[config.mk]
export PLATFORM = sky130hd
export DESIGN_NAME = dns_record_wire_encoder
export DESIGN_NICKNAME = d
export VERILOG_FILES = /design/src/rtl/dre_pkg.sv /design/src/rtl/dre_ram.sv /design/src/rtl/dns_record_wire_encoder.sv
export SDC_FILE = /design/constraint.sdc
export NUM_CORES = 1
export LEC_CHECK = 0
export BUFFER_PORTS_ARGS = -buffer_cell sky130_fd_sc_hd__clkbuf_2
export CORE_MARGIN = 3
export CORE_UTILIZATION = 49
export DETAILED_ROUTE_END_ITERATION = 7
export PLACE_DENSITY = 0.65
export SKIP_LAST_GASP = 1
export SLEW_MARGIN = 30
export SYNTH_ARGS = -nofsm -noshare
export SYNTH_HDL_FRONTEND = slang
export SYNTH_SLANG_ARGS = --single-unit
[constraint.sdc]
create_clock -name clk -period 3.5 [get_ports clk]
set_clock_uncertainty 0.1 [all_clocks]
set_input_delay 0.525 -clock clk [delete_from_list [all_inputs] [get_ports clk]]
set_output_delay 0.525 -clock clk [all_outputs]
set_load 0.1 [all_outputs]
[src/rtl/dre_pkg.sv]
// Types, step codes and control store of the DNS record wire encoder.
package dre_pkg;

  localparam logic [7:0] DOT_CHAR = 8'h2E;

  localparam logic [1:0] CMD_CHAR  = 2'd0;
  localparam logic [1:0] CMD_END   = 2'd1;
  localparam logic [1:0] CMD_HDR   = 2'd2;
  localparam logic [1:0] CMD_RDATA = 2'd3;

  localparam int STEP_W = 4;

  localparam logic [STEP_W-1:0] STEP_IDLE  = 4'd0;
  localparam logic [STEP_W-1:0] STEP_CHAR  = 4'd1;
  localparam logic [STEP_W-1:0] STEP_FLEN  = 4'd2;
  localparam logic [STEP_W-1:0] STEP_FCHR  = 4'd3;
  localparam logic [STEP_W-1:0] STEP_RDATA = 4'd4;
  localparam logic [STEP_W-1:0] STEP_H0    = 4'd5;
  localparam logic [STEP_W-1:0] STEP_H1    = 4'd6;
  localparam logic [STEP_W-1:0] STEP_H2    = 4'd7;
  localparam logic [STEP_W-1:0] STEP_H3    = 4'd8;
  localparam logic [STEP_W-1:0] STEP_H4    = 4'd9;
  localparam logic [STEP_W-1:0] STEP_H5    = 4'd10;
  localparam logic [STEP_W-1:0] STEP_H6    = 4'd11;
  localparam logic [STEP_W-1:0] STEP_H7    = 4'd12;
  localparam logic [STEP_W-1:0] STEP_H8    = 4'd13;
  localparam logic [STEP_W-1:0] STEP_H9    = 4'd14;
  localparam logic [STEP_W-1:0] STEP_H10   = 4'd15;

  localparam logic [3:0] SRC_ZERO     = 4'd0;
  localparam logic [3:0] SRC_LEN      = 4'd1;
  localparam logic [3:0] SRC_STORE    = 4'd2;
  localparam logic [3:0] SRC_DATA     = 4'd3;
  localparam logic [3:0] SRC_TYPE_HI  = 4'd4;
  localparam logic [3:0] SRC_TYPE_LO  = 4'd5;
  localparam logic [3:0] SRC_CLASS_HI = 4'd6;
  localparam logic [3:0] SRC_CLASS_LO = 4'd7;
  localparam logic [3:0] SRC_TTL_3    = 4'd8;
  localparam logic [3:0] SRC_TTL_2    = 4'd9;
  localparam logic [3:0] SRC_TTL_1    = 4'd10;
  localparam logic [3:0] SRC_TTL_0    = 4'd11;
  localparam logic [3:0] SRC_RDLEN_HI = 4'd12;
  localparam logic [3:0] SRC_RDLEN_LO = 4'd13;

  localparam logic [1:0] LAST_NONE   = 2'd0;
  localparam logic [1:0] LAST_ALWAYS = 2'd1;
  localparam logic [1:0] LAST_END    = 2'd2;

  localparam logic [1:0] ACT_NONE  = 2'd0;
  localparam logic [1:0] ACT_STORE = 2'd1;
  localparam logic [1:0] ACT_CLEAR = 2'd2;

  localparam logic [2:0] SEQ_NEXT     = 3'd0;
  localparam logic [2:0] SEQ_IDLE     = 3'd1;
  localparam logic [2:0] SEQ_SKIP     = 3'd2;
  localparam logic [2:0] SEQ_LOOP     = 3'd3;
  localparam logic [2:0] SEQ_DISPATCH = 3'd4;

  typedef struct packed {
    logic [1:0]  command;
    logic [7:0]  data_byte;
    logic [15:0] rr_type;
    logic [15:0] rr_class;
    logic [31:0] time_to_live;
    logic [15:0] rdata_length;
  } in_t;

  typedef struct packed {
    logic [7:0] wire_byte;
    logic       last;
    logic       label_error;
  } out_t;

  typedef struct packed {
    logic       emit;
    logic [3:0] src;
    logic       err;
    logic [1:0] last;
    logic [1:0] act;
    logic [2:0] seq;
  } ctrl_t;

  function automatic ctrl_t ucode(input logic [STEP_W-1:0] step);
    ctrl_t cw;
    cw = '{emit: 1'b0, src: SRC_ZERO, err: 1'b0, last: LAST_NONE, act: ACT_NONE,
           seq: SEQ_IDLE};
    case (step)
      STEP_IDLE:  cw.seq = SEQ_DISPATCH;
      STEP_CHAR:  cw.act = ACT_STORE;
      STEP_FLEN:  cw = '{1'b1, SRC_LEN, 1'b1, LAST_NONE, ACT_NONE, SEQ_SKIP};
      STEP_FCHR:  cw = '{1'b1, SRC_STORE, 1'b1, LAST_END, ACT_NONE, SEQ_LOOP};
      STEP_RDATA: cw = '{1'b1, SRC_DATA, 1'b0, LAST_ALWAYS, ACT_NONE, SEQ_IDLE};
      STEP_H0:    cw = '{1'b1, SRC_ZERO, 1'b0, LAST_NONE, ACT_CLEAR, SEQ_NEXT};
      STEP_H1:    cw = '{1'b1, SRC_TYPE_HI, 1'b0, LAST_NONE, ACT_NONE, SEQ_NEXT};
      STEP_H2:    cw = '{1'b1, SRC_TYPE_LO, 1'b0, LAST_NONE, ACT_NONE, SEQ_NEXT};
      STEP_H3:    cw = '{1'b1, SRC_CLASS_HI, 1'b0, LAST_NONE, ACT_NONE, SEQ_NEXT};
      STEP_H4:    cw = '{1'b1, SRC_CLASS_LO, 1'b0, LAST_NONE, ACT_NONE, SEQ_NEXT};
      STEP_H5:    cw = '{1'b1, SRC_TTL_3, 1'b0, LAST_NONE, ACT_NONE, SEQ_NEXT};
      STEP_H6:    cw = '{1'b1, SRC_TTL_2, 1'b0, LAST_NONE, ACT_NONE, SEQ_NEXT};
      STEP_H7:    cw = '{1'b1, SRC_TTL_1, 1'b0, LAST_NONE, ACT_NONE, SEQ_NEXT};
      STEP_H8:    cw = '{1'b1, SRC_TTL_0, 1'b0, LAST_NONE, ACT_NONE, SEQ_NEXT};
      STEP_H9:    cw = '{1'b1, SRC_RDLEN_HI, 1'b0, LAST_NONE, ACT_NONE, SEQ_NEXT};
      STEP_H10:   cw = '{1'b1, SRC_RDLEN_LO, 1'b0, LAST_ALWAYS, ACT_NONE, SEQ_IDLE};
      default:    cw.seq = SEQ_IDLE;
    endcase
    return cw;
  endfunction

  function automatic logic [STEP_W-1:0] entry(input logic [1:0] cmd, input logic [7:0] db);
    logic [STEP_W-1:0] s;
    case (cmd)
      CMD_CHAR:  s = (db == DOT_CHAR) ? STEP_FLEN : STEP_CHAR;
      CMD_END:   s = STEP_FLEN;
      CMD_HDR:   s = STEP_H0;
      CMD_RDATA: s = STEP_RDATA;
      default:   s = STEP_IDLE;
    endcase
    return s;
  endfunction

endpackage

[src/rtl/dre_ram.sv]
// Generic single-write, single-read RAM with registered read data.
module dre_ram #(
  parameter int WIDTH  = 8,
  parameter int DEPTH  = 63,
  parameter int ADDR_W = (DEPTH > 1) ? $clog2(DEPTH) : 1
) (
  input  logic              clk,
  input  logic              wr_en,
  input  logic [ADDR_W-1:0] wr_addr,
  input  logic [WIDTH-1:0]  wr_data,
  input  logic [ADDR_W-1:0] rd_addr,
  output logic [WIDTH-1:0]  rd_data
);

  logic [WIDTH-1:0] mem [DEPTH];

  always_ff @(posedge clk) begin
    if (wr_en) begin
      mem[wr_addr] <= wr_data;
    end
    rd_data <= mem[rd_addr];
  end

endmodule

[src/rtl/dns_record_wire_encoder.sv]
// DNS resource record wire encoder: microcoded sequencer over a label buffer.
// Name character: dispatch, store. Dot or end of name: dispatch, the length byte, then the
// label characters from the label RAM, one byte per cycle unless the output stalls; an empty
// label emits no bytes. Header: dispatch, 11 bytes; rdata byte: dispatch, the byte.
// Output stalls hold the sequencer; the output register shows each result in the next cycle.
// Synchronous active-low reset empties the label and the output register; RAM is not cleared.
module dns_record_wire_encoder #(
  parameter int MAX_LABEL = 63
) (
  input  logic          clk,
  input  logic          rst_n,
  input  logic          in_valid,
  output logic          in_ready,
  input  dre_pkg::in_t  in_data,
  output logic          out_valid,
  input  logic          out_ready,
  output dre_pkg::out_t out_data
);

  import dre_pkg::*;

  localparam int FILL_W = $clog2(MAX_LABEL + 1);
  localparam int ADDR_W = (MAX_LABEL > 1) ? $clog2(MAX_LABEL) : 1;
  localparam logic [FILL_W-1:0] MAX_FILL = FILL_W'(MAX_LABEL);

  logic [STEP_W-1:0] pc_r, pc_nxt;
  logic [FILL_W-1:0] fill_r, fill_nxt;
  logic [FILL_W-1:0] idx_r, idx_nxt;
  logic              dropped_r, dropped_nxt;
  in_t               item_r;
  logic              out_valid_r, out_valid_nxt;
  out_t              out_r, out_nxt;

  ctrl_t             cw;
  logic              slot_free;
  logic              empty;
  logic              label_end;
  logic              emit_now;
  logic              advance;
  logic              wr_en;
  logic [7:0]        rd_data;
  logic [7:0]        src_byte;
  logic              last_bit;

  assign cw        = ucode(pc_r);
  assign slot_free = !out_valid_r || out_ready;
  assign empty     = (fill_r == '0);
  assign label_end = ((idx_r + FILL_W'(1)) == fill_r);
  assign emit_now  = cw.emit && !(cw.seq == SEQ_SKIP && empty);
  assign advance   = !emit_now || slot_free;
  assign in_ready  = (pc_r == STEP_IDLE);
  assign wr_en     = (cw.act == ACT_STORE) && (fill_r < MAX_FILL) && (item_r.data_byte != DOT_CHAR);

  dre_ram #(.WIDTH(8), .DEPTH(MAX_LABEL), .ADDR_W(ADDR_W)) u_label_ram (
    .clk     (clk),
    .wr_en   (wr_en),
    .wr_addr (fill_r[ADDR_W-1:0]),
    .wr_data (item_r.data_byte),
    .rd_addr (idx_nxt[ADDR_W-1:0]),
    .rd_data (rd_data)
  );

  always_comb begin
    case (cw.src)
      SRC_ZERO:     src_byte = 8'h00;
      SRC_LEN:      src_byte = 8'(fill_r);
      SRC_STORE:    src_byte = rd_data;
      SRC_DATA:     src_byte = item_r.data_byte;
      SRC_TYPE_HI:  src_byte = item_r.rr_type[15:8];
      SRC_TYPE_LO:  src_byte = item_r.rr_type[7:0];
      SRC_CLASS_HI: src_byte = item_r.rr_class[15:8];
      SRC_CLASS_LO: src_byte = item_r.rr_class[7:0];
      SRC_TTL_3:    src_byte = item_r.time_to_live[31:24];
      SRC_TTL_2:    src_byte = item_r.time_to_live[23:16];
      SRC_TTL_1:    src_byte = item_r.time_to_live[15:8];
      SRC_TTL_0:    src_byte = item_r.time_to_live[7:0];
      SRC_RDLEN_HI: src_byte = item_r.rdata_length[15:8];
      SRC_RDLEN_LO: src_byte = item_r.rdata_length[7:0];
      default:      src_byte = 8'h00;
    endcase
    case (cw.last)
      LAST_ALWAYS: last_bit = 1'b1;
      LAST_END:    last_bit = label_end;
      default:     last_bit = 1'b0;
    endcase
  end

  always_comb begin
    pc_nxt        = pc_r;
    fill_nxt      = fill_r;
    idx_nxt       = idx_r;
    dropped_nxt   = dropped_r;
    out_valid_nxt = out_valid_r && !out_ready;
    out_nxt       = out_r;

    if (emit_now && slot_free) begin
      out_valid_nxt       = 1'b1;
      out_nxt.wire_byte   = src_byte;
      out_nxt.last        = last_bit;
      out_nxt.label_error = cw.err && dropped_r;
    end

    if (advance) begin
      case (cw.act)
        ACT_STORE: begin
          if (item_r.data_byte != DOT_CHAR) begin
            if (fill_r < MAX_FILL) begin
              fill_nxt = fill_r + FILL_W'(1);
            end else begin
              dropped_nxt = 1'b1;
            end
          end
        end
        ACT_CLEAR: begin
          fill_nxt    = '0;
          dropped_nxt = 1'b0;
        end
        default: begin
        end
      endcase

      case (cw.seq)
        SEQ_NEXT: pc_nxt = pc_r + STEP_W'(1);
        SEQ_IDLE: pc_nxt = STEP_IDLE;
        SEQ_SKIP: begin
          idx_nxt = '0;
          pc_nxt  = empty ? STEP_IDLE : pc_r + STEP_W'(1);
        end
        SEQ_LOOP: begin
          if (label_end) begin
            fill_nxt    = '0;
            dropped_nxt = 1'b0;
            pc_nxt      = STEP_IDLE;
          end else begin
            idx_nxt = idx_r + FILL_W'(1);
          end
        end
        SEQ_DISPATCH: begin
          if (in_valid) begin
            pc_nxt = entry(in_data.command, in_data.data_byte);
          end
        end
        default: pc_nxt = STEP_IDLE;
      endcase
    end
  end

  always_ff @(posedge clk) begin
    if (!rst_n) begin
      pc_r        <= STEP_IDLE;
      fill_r      <= '0;
      dropped_r   <= 1'b0;
      out_valid_r <= 1'b0;
    end else begin
      pc_r        <= pc_nxt;
      fill_r      <= fill_nxt;
      dropped_r   <= dropped_nxt;
      out_valid_r <= out_valid_nxt;
    end
  end

  always_ff @(posedge clk) begin
    idx_r <= idx_nxt;
    out_r <= out_nxt;
    if (in_valid && in_ready) begin
      item_r <= in_data;
    end
  end

  assign out_valid = out_valid_r;
  assign out_data  = out_r;

endmodule

==> impl_results.md <==
* Synth Flop Type: edfxtp_1
* Die Y at between 200 and 250 um
* CTS sink cnt at around 630
* Violated checks: negative setup slack
* Die W at between 200 and 250 um
* Critical Path Stages at 17
* Cell taking the most area after synthesis: edfxtp_1
* # Max-Cap Violations at 0
* Status: complete, but fails checks
* Tcrit/Tclk final at 104%
* Fillers at about 3800
* Startpoint Class: flop
* Critical path arrival at about 4 ns
* Yosys warns at 0
* Post-synth EDFFs at approximately 600
* Commonest non-fill, non-tap cell in the layout: edfxtp_1
* CTS buffer count at 67
* Final worst slack at -0.140 ns
* Synth top area cells: edfxtp_1 71%, nand2_1 4.8%, a21oi_1 2.2%
* CP Max Fanout at 25
* Area growth, synth to finish at 25.5%
* Residual DRC at 0
* Fmax at between 200 and 300 MHz
* Crit path kind: flop to flop
* Reg2reg start: pc_r[0]
* Register area share after synthesis at between 70 and 80%
* CP startpoint: pc_r[0]
* Reg clk slew, reported paths at roughly 0.060 ns
* Commonest non-fill, non-tap cells in the layout: 602 x edfxtp_1, 323 x nand2_1, 179 x buf_4
* Vias in the first global route at ~17000
* Unrepaired setup endpoints after global routing: true
* Avg Cell Area, Syn at 14.1 um2
* Core area at about 0.05 mm2
* Area fraction of the dominant cell type after synthesis at 70.7%
* Leak at 11.2 nW
* Placement-stage cell area at about 0.028 mm2
* H-tree depth at 3
* FF-to-FF End: u_label_ram.rd_data[0]
* Worst EP required at ~3.9 ns
* Final setup violation count at 8
* R2r setup slk at -0.14 ns
* Unique masters post-synth at 73
* Routed vias at around 17000
* Antenna violations before repair at 2
* DP Wirelength at 42.0 mm
* Max-slew violations at 0
* Cell Chain, Critical Path: inv_2, ha_4, nor3b_4, buf_4, and2_4, a2111o_1, nor2b_2, o31ai_4, and2_4, buf_12, buf_16, a211oi_1, a211o_1, nand4_1, a32oi_2, buf_4, o41ai_2
* R2r worst-path depth at 17
* Vias per cell at around 6
* Clk root buf: clkbuf_16
* Final hold viol count at 0
* Initial Utilization at about 50%
* Crit path to: u_label_ram.rd_data[0]
* Kind of cell adding the most delay to the critical path: compound AO/OA/AOI/OAI gates
* Mapped Area at about 0.026 mm2
* Peak supply drop at approximately 700 uV
* Antenna Violating Nets Remaining at 0
* Net Count, Synth at 1921
* Tightest Pin Transition at ~0.96 ns
* Finished layout cell area at between 0.03 and 0.04 mm2
* Slowest CP cell: a211oi_1
* Fraction of layout cells with a size suffix above 1 at 24.7%
* Std cell rows at 83
* CTS tree: built
* Drt total wl at ~71 mm
* Largest net degree at the start of global routing at 65
* Min-Delay Path Class: primary input to flop
* Final net count at between 2000 and 2500
* First-pass GRT wire length at ~100 mm
* Iter 0 DRT Violations at 2073
* Ys async rst share at 0%
* Clk_lat worst skew at ~0.60 ns
* Pwr dens at ~700 mW/mm2
* Clock buffer depth at 3
* I/O pin cnt at roughly 110
* Die area at approximately 0.055 mm2
* DR pass1 iterations at 8
* Detailed-route wire length per cell at approximately 24 um
* Routability congestion estimate at around 0.91
* I/O Buffers at around 110
* Crit end category: flop
* Worst rel slew slack at between 30% and 40%
* Clock period minus worst slack at ~3.6 ns
* Synth Instances at 1817
* Yosys reg bits at 628
* Hold Path Depth at 1
* Final Util at 62.3%
* Max incr delay on CP at approximately 0.39 ns
* Total power at between 20 and 25 mW
* GR Overflow Total at 0
* Worst Path Buf+Inv at 5
* GRT Overall Usage at 25.5%
[cells in the mapped netlist, types with 6 or more instances]
cell / n
o21ai_0: 21
and3_1: 10
dfxtp_1: 26
buf_2: 38
mux2i_1: 32
a221oi_1: 32
edfxtp_1: 602
o2bb2ai_1: 8
nor2_1: 101
buf_6: 6
a211oi_1: 35
a31oi_1: 24
mux2_2: 18
a32oi_1: 24
clkbuf_1: 45
a22o_1: 17
nand3_1: 64
buf_4: 11
inv_1: 13
o41ai_2: 8
a21boi_0: 33
a21oi_1: 111
a222oi_1: 8
a32o_1: 16
nand4_1: 10
o21ai_1: 8
a311o_1: 8
a2111o_1: 9
o22ai_1: 18
and2_1: 8
or3_1: 15
buf_1: 6
a211o_1: 25
ha_1: 10
nand2_1: 327
[state kept, by name, indices dropped and copies added (netlist names)]
name	cells
u_label_ram.mem	504
item_r	88
out_data	10
u_label_ram.rd_data	8
fill_r	6
idx_r	6
pc_r	4
dropped_r	1
out_valid	1
[through the flow]
stage	hold WS [ns]	TNS, ns	setup slack (ns)	cells
finish	0.0250	-0.669	-0.140	2913
global route	0.00302	-1.47	-0.229	2912
CTS	0.000660	-0.492	-0.0971	2910
detailed placement	0.373	-1.91	-0.293	2700
global placement	0.360	-1.41	-0.213	2700
floorplan	0.337	0	0.0430	1817
[worst min-delay path by stage]
stage,startpoint,to,slack (ns)
6_report,in_data[37],item_r[37],0.03
5_1_grt,in_data[28],item_r[28],0.003
4_1_cts,in_data[61],item_r[61],0.0007
3_5_place_dp,dropped_r,dropped_r,0.37
3_3_place_gp,dropped_r,dropped_r,0.36
2_1_floorplan,dropped_r,dropped_r,0.34
[area by class of cell]
type                            instances  area, um2  area share, %
Sequential cell                       628      18600           58.0
Multi-Input combinational cell       1066       6940           21.6
Timing Repair Buffer                  398       3430           10.7
Clock buffer                           95       1910           5.95
Tap cell                              680        851           2.65
Clock inverter                         28        285          0.889
Inverter                               16       70.1          0.218
Antenna cell                            2       5.00         0.0156
[power by group]
group	internal [mW]	switching [mW]	total [mW]
Clock	4.25	2.87	7.12
Combinational	2.04	3.93	5.96
Sequential	9.17	0.232	9.40
Total	15.5	7.03	22.5
[cell families after synthesis]
family / synth area share, %
buf+inv: 2.42
simple gates: 9.68
xor+xnor: 0.308
mux: 2.05
fa+ha+maj: 0.489
flops: 72.7
compound gates: 12.3
[layer usage]
layer | vias up | routed length, um | track usage, %
met3 | 186 | 5570 | 4.77
met4 | 0 | 2750 | 9.32
li1 | 7760 | - | -
met5 | - | 0 | 0
met2 | 848 | 33500 | 40.0
met1 | 8683 | 29200 | 35.9
[worst register-to-register path, stage by stage (launching register included)]
cell	delay, ns
dfxtp_2	0.34
inv_2	0.07
ha_4	0.16
nor3b_4	0.15
buf_4	0.13
and2_4	0.15
a2111o_1	0.35
nor2b_2	0.16
o31ai_4	0.09
and2_4	0.20
buf_12	0.14
buf_16	0.17
a211oi_1	0.40
a211o_1	0.18
nand4_1	0.21
a32oi_2	0.27
buf_4	0.18
o41ai_2	0.06
[timing repair]
item / in CTS / in global routing
setup buffers: 10 / 0
endpoints found under the hold margin: 73 / 2
pin swaps: 28 / 23
setup endpoints to repair: 8 / 8
resized for setup: 98 / 44
cloned: 5 / 2
hold buffers: 73 / 2
Power figures use the tool's default switching activity.
